<file path="config.mk">
export PLATFORM = sky130hd
export DESIGN_NAME = hosts_record_parser_core_flat
export DESIGN_NICKNAME = d
export VERILOG_FILES = /design/src/sv/hrp_pkg.sv /design/src/sv/hrp_in_if.sv /design/src/sv/hrp_out_if.sv /design/src/sv/hrp_parse.sv /design/src/sv/hosts_record_parser_core.sv /design/src/flat_wrapper.sv
export VERILOG_INCLUDE_DIRS = /design/src /design/src/sv
export SDC_FILE = /design/constraint.sdc
export NUM_CORES = 1
export LEC_CHECK = 0
export ABC_AREA = 1
export BUFFER_PORTS_ARGS = -buffer_cell sky130_fd_sc_hd__clkbuf_2
export CORE_ASPECT_RATIO = 1.2
export CORE_MARGIN = 3
export CORE_UTILIZATION = 25
export CTS_CLUSTER_DIAMETER = 100
export CTS_CLUSTER_SIZE = 24
export DETAILED_ROUTE_END_ITERATION = 12
export PLACE_DENSITY = 0.41
export SLEW_MARGIN = 15
export SYNTH_ARGS = -nofsm -noshare
export SYNTH_HDL_FRONTEND = slang
export SYNTH_SLANG_ARGS = --single-unit
</file>
<file path="constraint.sdc">
create_clock -name clk -period 3.45 [get_ports clk]
set_clock_uncertainty 0.2 [all_clocks]
set_input_delay 0.1725 -clock clk [delete_from_list [all_inputs] [get_ports clk]]
set_output_delay 0.1725 -clock clk [all_outputs]
set_load 0.1 [all_outputs]
</file>
<file path="src/sv/hosts_record_parser_core_defines.svh">
// Assertion macros for the hosts record parser.
// Checks run on the rising edge of clk; HRP_ASSERT is masked while rst_n is low.
`ifndef HOSTS_RECORD_PARSER_CORE_DEFINES_SVH
`define HOSTS_RECORD_PARSER_CORE_DEFINES_SVH

`ifndef ASSERT_OFF
`define HRP_ASSERT(lbl, prop, msg) \
  lbl: assert property (@(posedge clk) disable iff (!rst_n) prop) else $error(msg);
`define HRP_ASSERT_RST(lbl, prop, msg) \
  lbl: assert property (@(posedge clk) prop) else $error(msg);
`else
`define HRP_ASSERT(lbl, prop, msg)
`define HRP_ASSERT_RST(lbl, prop, msg)
`endif

`endif

</file>
<file path="src/sv/hrp_pkg.sv">
package hrp_pkg;

  // Characters of interest
  localparam logic [7:0] CH_LF      = 8'h0A;
  localparam logic [7:0] CH_CR      = 8'h0D;
  localparam logic [7:0] CH_SPACE   = 8'h20;
  localparam logic [7:0] CH_DOT     = 8'h2E;
  localparam logic [7:0] CH_ZERO    = 8'h30;
  localparam logic [7:0] CH_NINE    = 8'h39;
  localparam logic [7:0] CH_UPPER_A = 8'h41;
  localparam logic [7:0] CH_UPPER_Z = 8'h5A;
  localparam logic [7:0] CASE_OFFSET = 8'h20;

  // Octet limits
  localparam logic [8:0] OCTET_SAT   = 9'd256;
  localparam logic [8:0] OCTET_MAX   = 9'd255;
  localparam logic [1:0] LAST_OCTET  = 2'd3;
  localparam logic [7:0] COUNT_MAX   = 8'd255;

  // Result item kinds
  localparam logic KIND_CHAR    = 1'b0;
  localparam logic KIND_SUMMARY = 1'b1;

  // Summary status codes
  localparam logic [1:0] ST_OKAY    = 2'd0;
  localparam logic [1:0] ST_INVALID = 2'd1;
  localparam logic [1:0] ST_EOT     = 2'd2;

  // One result item
  typedef struct packed {
    logic        item_kind;
    logic [7:0]  name_char;
    logic        label_start;
    logic [31:0] address;
    logic [1:0]  status;
    logic [7:0]  name_length;
    logic        last;
  } res_t;

  // Results caused by one accepted input item (n of them, r0 first)
  typedef struct packed {
    logic [1:0] n;
    res_t       r0;
    res_t       r1;
  } step_t;

endpackage

</file>
<file path="src/sv/hrp_in_if.sv">
interface hrp_in_if;
  logic       valid;
  logic       ready;
  logic [7:0] text_byte;
  logic       end_of_text;

  modport source (output valid, output text_byte, output end_of_text, input ready);
  modport sink   (input valid, input text_byte, input end_of_text, output ready);
endinterface

</file>
<file path="src/sv/hrp_out_if.sv">
interface hrp_out_if;
  logic        valid;
  logic        ready;
  logic        item_kind;
  logic [7:0]  name_char;
  logic        label_start;
  logic [31:0] address;
  logic [1:0]  status;
  logic [7:0]  name_length;
  logic        last;

  modport source (output valid, output item_kind, output name_char, output label_start,
                  output address, output status, output name_length, output last,
                  input ready);
  modport sink   (input valid, input item_kind, input name_char, input label_start,
                  input address, input status, input name_length, input last,
                  output ready);
endinterface

</file>
<file path="src/sv/hrp_parse.sv">
// Per-byte parser: line state registers and the results one byte causes.
module hrp_parse (
  input  logic               clk,
  input  logic               rst_n,
  input  logic               accept,
  input  logic [7:0]         text_byte,
  input  logic               end_of_text,
  output hrp_pkg::step_t     step
);

  typedef enum logic [3:0] {
    PH_SKIP = 4'b0001,
    PH_ADDR = 4'b0010,
    PH_NAME = 4'b0100,
    PH_DROP = 4'b1000
  } phase_t;

  typedef struct packed {
    phase_t      phase;
    logic [1:0]  octet_index;
    logic [8:0]  octet_value;
    logic        octet_has_digit;
    logic [31:0] addr_acc;
    logic        label_has_char;
    logic        after_dot;
    logic [7:0]  name_count;
    logic        record_bad;
  } pst_t;

  localparam pst_t PST_CLEAR = '{phase: PH_SKIP, default: '0};

  pst_t st_r, st_nxt;

  // Summary of the open line
  function automatic hrp_pkg::res_t close_sum(input pst_t s);
    hrp_pkg::res_t r;
    r = '0;
    r.item_kind = hrp_pkg::KIND_SUMMARY;
    if (s.phase == PH_NAME && !s.record_bad && !s.after_dot) begin
      r.address     = s.addr_acc;
      r.status      = hrp_pkg::ST_OKAY;
      r.name_length = s.name_count;
    end else begin
      r.status = hrp_pkg::ST_INVALID;
    end
    return r;
  endfunction

  // Next state and results of the current byte
  always_comb begin
    pst_t          s;
    logic          brk;
    logic [11:0]   v;
    logic          has_a, has_b, has_c;
    hrp_pkg::res_t res_a, res_b, res_c;
    s     = st_r;
    brk   = (text_byte == hrp_pkg::CH_LF) || (text_byte == hrp_pkg::CH_CR);
    v     = 12'(st_r.octet_value) * 12'd10 + 12'(4'(text_byte - hrp_pkg::CH_ZERO));
    has_a = 1'b0;
    has_b = 1'b0;
    has_c = 1'b0;
    res_a = '0;
    res_b = '0;
    res_c = '0;
    res_c.item_kind = hrp_pkg::KIND_SUMMARY;
    res_c.status    = hrp_pkg::ST_EOT;

    if (s.phase == PH_SKIP && !brk) begin
      s.phase = PH_ADDR;
    end

    case (s.phase)
      PH_ADDR: begin
        if (brk) begin
          has_a = 1'b1;
          res_a = close_sum(s);
          s     = PST_CLEAR;
        end else if (text_byte inside {[hrp_pkg::CH_ZERO:hrp_pkg::CH_NINE]}) begin
          s.octet_value     = (v > 12'(hrp_pkg::OCTET_SAT)) ? hrp_pkg::OCTET_SAT : v[8:0];
          s.octet_has_digit = 1'b1;
        end else if (text_byte == hrp_pkg::CH_DOT || text_byte == hrp_pkg::CH_SPACE) begin
          if (!s.octet_has_digit || s.octet_value > hrp_pkg::OCTET_MAX) begin
            s.record_bad = 1'b1;
            s.phase      = PH_DROP;
          end else if (text_byte == hrp_pkg::CH_DOT) begin
            if (s.octet_index == hrp_pkg::LAST_OCTET) begin
              s.record_bad = 1'b1;
              s.phase      = PH_DROP;
            end else begin
              s.addr_acc        = {s.addr_acc[23:0], s.octet_value[7:0]};
              s.octet_index     = s.octet_index + 2'd1;
              s.octet_value     = '0;
              s.octet_has_digit = 1'b0;
            end
          end else if (s.octet_index != hrp_pkg::LAST_OCTET) begin
            s.record_bad = 1'b1;
            s.phase      = PH_DROP;
          end else begin
            s.addr_acc       = {s.addr_acc[23:0], s.octet_value[7:0]};
            s.phase          = PH_NAME;
            s.label_has_char = 1'b0;
            s.after_dot      = 1'b0;
            s.name_count     = '0;
          end
        end else begin
          s.record_bad = 1'b1;
          s.phase      = PH_DROP;
        end
      end
      PH_NAME: begin
        if (brk) begin
          has_a = 1'b1;
          res_a = close_sum(s);
          s     = PST_CLEAR;
        end else begin
          if (s.name_count != hrp_pkg::COUNT_MAX) begin
            s.name_count = s.name_count + 8'd1;
          end
          if (text_byte == hrp_pkg::CH_DOT) begin
            if (!s.label_has_char) begin
              s.record_bad = 1'b1;
              s.phase      = PH_DROP;
            end else begin
              s.label_has_char = 1'b0;
              s.after_dot      = 1'b1;
            end
          end else begin
            has_a             = 1'b1;
            res_a.item_kind   = hrp_pkg::KIND_CHAR;
            res_a.name_char   = (text_byte inside {[hrp_pkg::CH_UPPER_A:hrp_pkg::CH_UPPER_Z]})
                                ? text_byte + hrp_pkg::CASE_OFFSET : text_byte;
            res_a.label_start = !s.label_has_char;
            s.label_has_char  = 1'b1;
            s.after_dot       = 1'b0;
          end
        end
      end
      PH_DROP: begin
        if (brk) begin
          has_a = 1'b1;
          res_a = close_sum(s);
          s     = PST_CLEAR;
        end
      end
      default: ;
    endcase

    // End of text closes an open line, then EOF if there is room
    if (end_of_text) begin
      if (s.phase != PH_SKIP) begin
        has_b = 1'b1;
        res_b = close_sum(s);
      end
      has_c = !(has_a && has_b);
      s     = PST_CLEAR;
    end

    // Pack up to two results in order
    step.r0 = has_a ? res_a : (has_b ? res_b : res_c);
    step.r1 = has_a ? (has_b ? res_b : res_c) : res_c;
    step.n  = 2'(has_a) + 2'(has_b) + 2'(has_c);
    if (step.n == 2'd1) begin
      step.r0.last = 1'b1;
    end else if (step.n == 2'd2) begin
      step.r1.last = 1'b1;
    end

    st_nxt = accept ? s : st_r;
  end

  always_ff @(posedge clk) begin
    if (!rst_n) begin
      st_r <= PST_CLEAR;
    end else begin
      st_r <= st_nxt;
    end
  end

endmodule

</file>
<file path="src/sv/hosts_record_parser_core.sv">
// Channel   | Direction | Carries
// ----------+-----------+----------------------------------------------------
// in_chan   | sink      | text_byte, end_of_text: one text byte per item
// out_chan  | source    | item_kind, name_char, label_start, address, status,
//           |           | name_length, last: name characters and summaries
//
// A byte is parsed in the cycle it is accepted; its results appear in the next cycle.
// One byte per cycle while each byte gives at most one result and out_chan is ready;
// a byte giving two results (a line summary plus EOF, or last name character plus
// summary) stalls in_chan while the single output pair drains one item per cycle.
// Synchronous active-low reset empties the output pair and clears the line state.
// in_chan.ready follows out_chan.ready when one result is left to drain.
`include "hosts_record_parser_core_defines.svh"

module hosts_record_parser_core (
  input  logic        clk,
  input  logic        rst_n,
  hrp_in_if.sink      in_chan,
  hrp_out_if.source   out_chan
);

  hrp_pkg::step_t step;
  hrp_pkg::res_t  res0_r, res0_nxt;
  hrp_pkg::res_t  res1_r, res1_nxt;
  logic [1:0]     cnt_r, cnt_nxt;
  logic           in_fire;
  logic           out_fire;

  // Accept when the result pair is empty or its last item leaves this cycle
  assign in_chan.ready = (cnt_r == 2'd0) || (cnt_r == 2'd1 && out_chan.ready);
  assign in_fire       = in_chan.valid && in_chan.ready;
  assign out_fire      = out_chan.valid && out_chan.ready;

  hrp_parse u_parse (
    .clk         (clk),
    .rst_n       (rst_n),
    .accept      (in_fire),
    .text_byte   (in_chan.text_byte),
    .end_of_text (in_chan.end_of_text),
    .step        (step)
  );

  // Result pair: load on accept, shift on drain
  always_comb begin
    res0_nxt = res0_r;
    res1_nxt = res1_r;
    cnt_nxt  = cnt_r;
    if (in_fire) begin
      res0_nxt = step.r0;
      res1_nxt = step.r1;
      cnt_nxt  = step.n;
    end else if (out_fire) begin
      res0_nxt = res1_r;
      cnt_nxt  = cnt_r - 2'd1;
    end
  end

  always_ff @(posedge clk) begin
    if (!rst_n) begin
      cnt_r <= '0;
    end else begin
      cnt_r <= cnt_nxt;
    end
  end

  always_ff @(posedge clk) begin
    res0_r <= res0_nxt;
    res1_r <= res1_nxt;
  end

  // Output side
  assign out_chan.valid       = (cnt_r != 2'd0);
  assign out_chan.item_kind   = res0_r.item_kind;
  assign out_chan.name_char   = res0_r.name_char;
  assign out_chan.label_start = res0_r.label_start;
  assign out_chan.address     = res0_r.address;
  assign out_chan.status      = res0_r.status;
  assign out_chan.name_length = res0_r.name_length;
  assign out_chan.last        = res0_r.last;

  // Checks
  `HRP_ASSERT(a_cnt_range, cnt_r != 2'd3, "result count out of range")
  `HRP_ASSERT(a_last_order,
              (cnt_r == 2'd2) |-> (!res0_r.last && res1_r.last),
              "last mark misplaced in pair")
  `HRP_ASSERT(a_single_last, (cnt_r == 2'd1) |-> res0_r.last, "lone result without last mark")
  `HRP_ASSERT(a_eot_summary,
              (out_chan.valid && out_chan.status == hrp_pkg::ST_EOT) |->
                (out_chan.item_kind == hrp_pkg::KIND_SUMMARY && out_chan.last),
              "EOF item malformed")
  `HRP_ASSERT_RST(a_reset_empty, !rst_n |=> (cnt_r == 2'd0), "output not empty after reset")

endmodule
</file>
<file path="src/flat_wrapper.sv">
// flat-port wrapper written by rule: the top's interface ports become plain ports
module hosts_record_parser_core_flat 
  (clk, rst_n, in_chan_valid, in_chan_text_byte, in_chan_end_of_text, in_chan_ready, out_chan_valid, out_chan_item_kind, out_chan_name_char, out_chan_label_start, out_chan_address, out_chan_status, out_chan_name_length, out_chan_last, out_chan_ready);
  hrp_in_if in_chan_i ();
  hrp_out_if out_chan_i ();
  input  logic clk;
  input  logic rst_n;
  input wire logic [$bits(in_chan_i.valid)-1:0] in_chan_valid;
  input wire logic [$bits(in_chan_i.text_byte)-1:0] in_chan_text_byte;
  input wire logic [$bits(in_chan_i.end_of_text)-1:0] in_chan_end_of_text;
  output wire logic [$bits(in_chan_i.ready)-1:0] in_chan_ready;
  output wire logic [$bits(out_chan_i.valid)-1:0] out_chan_valid;
  output wire logic [$bits(out_chan_i.item_kind)-1:0] out_chan_item_kind;
  output wire logic [$bits(out_chan_i.name_char)-1:0] out_chan_name_char;
  output wire logic [$bits(out_chan_i.label_start)-1:0] out_chan_label_start;
  output wire logic [$bits(out_chan_i.address)-1:0] out_chan_address;
  output wire logic [$bits(out_chan_i.status)-1:0] out_chan_status;
  output wire logic [$bits(out_chan_i.name_length)-1:0] out_chan_name_length;
  output wire logic [$bits(out_chan_i.last)-1:0] out_chan_last;
  input wire logic [$bits(out_chan_i.ready)-1:0] out_chan_ready;
  assign in_chan_i.valid = in_chan_valid;
  assign in_chan_i.text_byte = in_chan_text_byte;
  assign in_chan_i.end_of_text = in_chan_end_of_text;
  assign in_chan_ready = in_chan_i.ready;
  assign out_chan_valid = out_chan_i.valid;
  assign out_chan_item_kind = out_chan_i.item_kind;
  assign out_chan_name_char = out_chan_i.name_char;
  assign out_chan_label_start = out_chan_i.label_start;
  assign out_chan_address = out_chan_i.address;
  assign out_chan_status = out_chan_i.status;
  assign out_chan_name_length = out_chan_i.name_length;
  assign out_chan_last = out_chan_i.last;
  assign out_chan_i.ready = out_chan_ready;
  hosts_record_parser_core u_core (.clk(clk), .rst_n(rst_n), .in_chan(in_chan_i), .out_chan(out_chan_i));
endmodule
</file>
==> impl_metrics.csv <==
group,metric,value,unit
worst_setup_path,rr_endpoint,"u_core.u_parse.st_r[46]$_SDFFE_PN0P_",
cts,clock_latency,0.44,ns
route,drc,0,
sta,max_clock_freq,315,MHz
placement,dpl_cell_area,9550,sq um
logic_synthesis,ys_ff_latch,157,
global_route,grt_max_degree,63,
route,routed-via-count,7653,
cts,path_clk_slew,0.06,ns
floorplanning,core,34100,sq um
logic_synthesis,yosysWarnings,0,
sta,rsz0062_at_grt,"no",
route,routed_wl,26200,um
run,maxCapViolations,0,
power_and_ir_drop,seqPwrFrac,31.8,%
cts,numCtsBuffers,17,
logic_synthesis,synth_area,8660,sq um
logic_synthesis,seq_area_frac_synth,47.4,%
placement,portBuffers,67,
power_and_ir_drop,p_per_area,865,nW/um^2
power_and_ir_drop,total_power,0.00886,W
final_layout,final_layout_size_suffix_gt1_share,14.0,%
cts,cts_root_buf,"clkbuf_16",
placement,globalplace.congestion,0.827,
worst_hold_path,min_path_cells,4,
worst_setup_path,r2r.worst_path.cells,16,
sta,tightest_slew,0.777,ns
power_and_ir_drop,internal_power,0.00433,W
route,drtIter0Drc,505,
worst_hold_path,min_path_type,"in -> reg",
worst_setup_path,cp-start-kind,"input pin",
sta,slew_viol_final,0,
worst_setup_path,crit_path_end_kind,"flip-flop",
worst_setup_path,critPathArrivalTime,3.30,ns
floorplanning,fp.dieArea,36900,sq um
cts,cts.sinks,157,
sta,finalCriticalPeriod,3.17,ns
floorplanning,die_x,176,um
power_and_ir_drop,p_leak,4.02,nW
global_route,antenna_found_initial,0,
sta,min_period_over_period,92.0,%
logic_synthesis,syn_avg_cell_area,7.86,sq um
floorplanning,dieHeight,210,um
power_and_ir_drop,p_comb_share,46.9,%
floorplanning,start_util,25.4,%
final_layout,num_antenna_cells,0,
power_and_ir_drop,swShare,51.1,%
cts,htree_levels,4,
worst_setup_path,cp.required,3.58,ns
logic_synthesis,synth_ff_type,"edfxtp_1",
run_status,status,"completed",
sta,slew_headroom,48.2,%
power_and_ir_drop,irDropWorstVdd,0.000374,V
global_route,grt.total_usage,14.5,%
global_route,grt_pass1_wl,42500,um
final_layout,fin_area,10200,sq um
worst_hold_path,whs_endpoint,"u_core.out_chan.name_char[5]$_SDFFCE_PN0P_",
power_and_ir_drop,clkPwrFrac,21.3,%
worst_setup_path,cp_max_fo,10,
sta,final-setup-viol-count,0,
logic_synthesis,syn_inst,1101,
final_layout,nets,1208,
floorplanning,pin_count,68,
route,ant_nets,0,
route,wl_per_cell,16.0,um
logic_synthesis,synth_enable_flop_cells,96,
power_and_ir_drop,switchingPower,0.00453,W
cts,tritoncts,"done",
route,avgViaCountPerCell,4.67,
global_route,overflow,0,
cts,ctsLongestPathBuffers,2,
sta,hold_viol_final,0,
route,first_pass_iters,4,
worst_hold_path,hp-start,"in_chan_text_byte[5]",
final_layout,area_growth,18.2,%
worst_setup_path,path_class,"in -> reg",
logic_synthesis,synth_fp_nets,1140,
worst_setup_path,r2r_setup_slack,0.36,ns
worst_setup_path,rr_startpoint,"u_core.u_parse.st_r[45]$_SDFFE_PN0P_",
logic_synthesis,synth_cell_type_count,41,
global_route,grt_pass1_vias,7466,
logic_synthesis,synthArstFlopShare,0,%
placement,dp_hpwl,17400,um
floorplanning,fp-row-count,74,
sta,fin_setup_tns,0,ns
-- through the flow --
| stage | utilization, % | hold WS [ns] | worst slack (ns) | std cells |
|---|---|---|---|---|
| 2_1_floorplan | - | 0.0931 | 0.0820 | 1101 |
| 3_3_place_gp | 28.0 | 0.248 | 0.220 | 1596 |
| 3_5_place_dp | 28.0 | 0.253 | 0.149 | 1596 |
| 4_1_cts | 29.9 | 0.0274 | 0.134 | 1636 |
| 5_1_grt | 30.0 | 0.0546 | 0.0376 | 1638 |
| 6_report | 30.0 | 0.0328 | 0.276 | 1638 |
-- layout by cell type (no fill, tap or decap), drive strengths merged, types with 11 or more instances in the layout --
master  instances
clkbuf         88
a22oi          22
nor3           16
ha             23
nand3          54
nand2         272
a211oi         11
nor2          162
o21ai          64
edfxtp         96
dfxtp          61
buf            30
nand4          28
inv            90
a21oi         111
-- timing repair --
item / 4_1_cts / 5_1_grt
endpoints found under the setup margin: 0 / 9
setup buffers: 0 / 2
hold buffers: 8 / 0
gates resized for setup: 0 / 4
hold endpoints to repair: 11 / 0
-- power by group through the flow --
stage,registers [W],clock network [W],logic (W)
floorplan,0.00499,0,0.00122
global placement,0.00287,0,0.00420
detailed placement,0.00287,0,0.00420
CTS,0.00283,0.00194,0.00421
global route,0.00287,0.00202,0.00439
finish,0.00282,0.00189,0.00415
-- flip-flops by register name, summed over array words and instances (netlist names) --
register                     cells
u_core.res1_r                   43
u_core.out_chan.address         32
u_core.out_chan.name_char        8
u_core.out_chan.item_kind        1
u_core.out_chan.status           2
u_core.out_chan.label_start      1
u_core.cnt_r                     2
u_core.u_parse.st_r             59
u_core.out_chan.last             1
u_core.out_chan.name_length      8
-- how the worst max path moves through the flow --
stage	endpoint	cells after the start	start
floorplan	u_core.out_chan.name_length[0]$_DFFE_PP_	8	u_core.cnt_r[0]$_SDFFE_PN0P_
detailed placement	u_core.u_parse.st_r[48]$_SDFFE_PN0P_	15	u_core.u_parse.st_r[45]$_SDFFE_PN0P_
finish	u_core.cnt_r[0]$_SDFFE_PN0P_	21	in_chan_text_byte[2]
global route	u_core.u_parse.st_r[47]$_SDFFE_PN0P_	16	u_core.u_parse.st_r[46]$_SDFFE_PN0P_
global placement	u_core.u_parse.st_r[48]$_SDFFE_PN0P_	15	u_core.u_parse.st_r[45]$_SDFFE_PN0P_
CTS	u_core.u_parse.st_r[49]$_SDFFE_PN0P_	15	u_core.u_parse.st_r[45]$_SDFFE_PN0P_
-- critical path, stage by stage --
cell and delay [ns]:
dlygate4sd3_1 0.52, clkbuf_2 0.18, nand2_1 0.11, nor2_2 0.21, nand2_2 0.20, nand2_1 0.12, nand2_1 0.05, nand2_1 0.16
nand2_1 0.07, a21oi_1 0.17, nor2_1 0.08, nand2_1 0.08, nor2_1 0.05, nand2_2 0.09, nand2_4 0.06, inv_4 0.14
fa_1 0.45, inv_1 0.10, o211ai_1 0.10, o211ai_1 0.12, inv_1 0.06
-- synth_stat cells, types with 3 or more instances --
cell type / n / area share, %
fa_1: 3 / 0.69
a31oi_1: 5 / 0.36
a21oi_1: 110 / 6.4
buf_2: 17 / 0.98
xnor2_1: 3 / 0.30
inv_1: 79 / 3.4
dfxtp_1: 61 / 14
xor2_1: 4 / 0.40
o21ai_1: 8 / 0.46
nand2_4: 4 / 0.52
clkinv_1: 3 / 0.13
buf_4: 4 / 0.35
nor2_1: 155 / 6.7
a211oi_1: 11 / 0.95
edfxtp_1: 96 / 33
a22oi_1: 22 / 1.9
nand3_1: 54 / 3.1
nor2_4: 3 / 0.39
inv_2: 10 / 0.43
nor3_1: 14 / 0.81
o21ai_0: 55 / 3.2
nand4_1: 28 / 2.0
clkbuf_1: 33 / 1.4
o31ai_1: 3 / 0.26
nor2_2: 4 / 0.29
ha_1: 23 / 3.3
nand2_1: 266 / 12
o211ai_1: 3 / 0.26
-- area by class of cell --
class                           count  area (sq um)
Fill cell                        3756         23800
Sequential cell                   157          4110
Clock inverter                     11           121
Tap cell                          456           571
Timing Repair Buffer              105           666
Multi-Input combinational cell    795          3970
Inverter                           93           355
Clock buffer                       21           450
-- metal layers --
layer / wire, um / GRT usage [%] / vias to the layer above
met5: 0 / 0 / -
met4: 312 / 4.29 / 0
met3: 898 / 2.19 / 25
met2: 12500 / 24.0 / 130
met1: 12500 / 19.7 / 3642
li1: - / - / 3856
-- logic make-up (layout without fill, tap and decap cells) --
family                   after synthesis  after routing  share of synthesized area (%)
flip-flops                           157            157                           47.4
AND/OR/NAND/NOR                      537            537                           26.2
buffers and inverters                149            230                           7.08
adder cells (fa/ha/maj)               26             26                           4.02
AO/OA/AOI/OAI                        225            225                           14.6
XOR/XNOR                               7              7                          0.708
No activity file was read; power rests on OpenSTA's default activity.
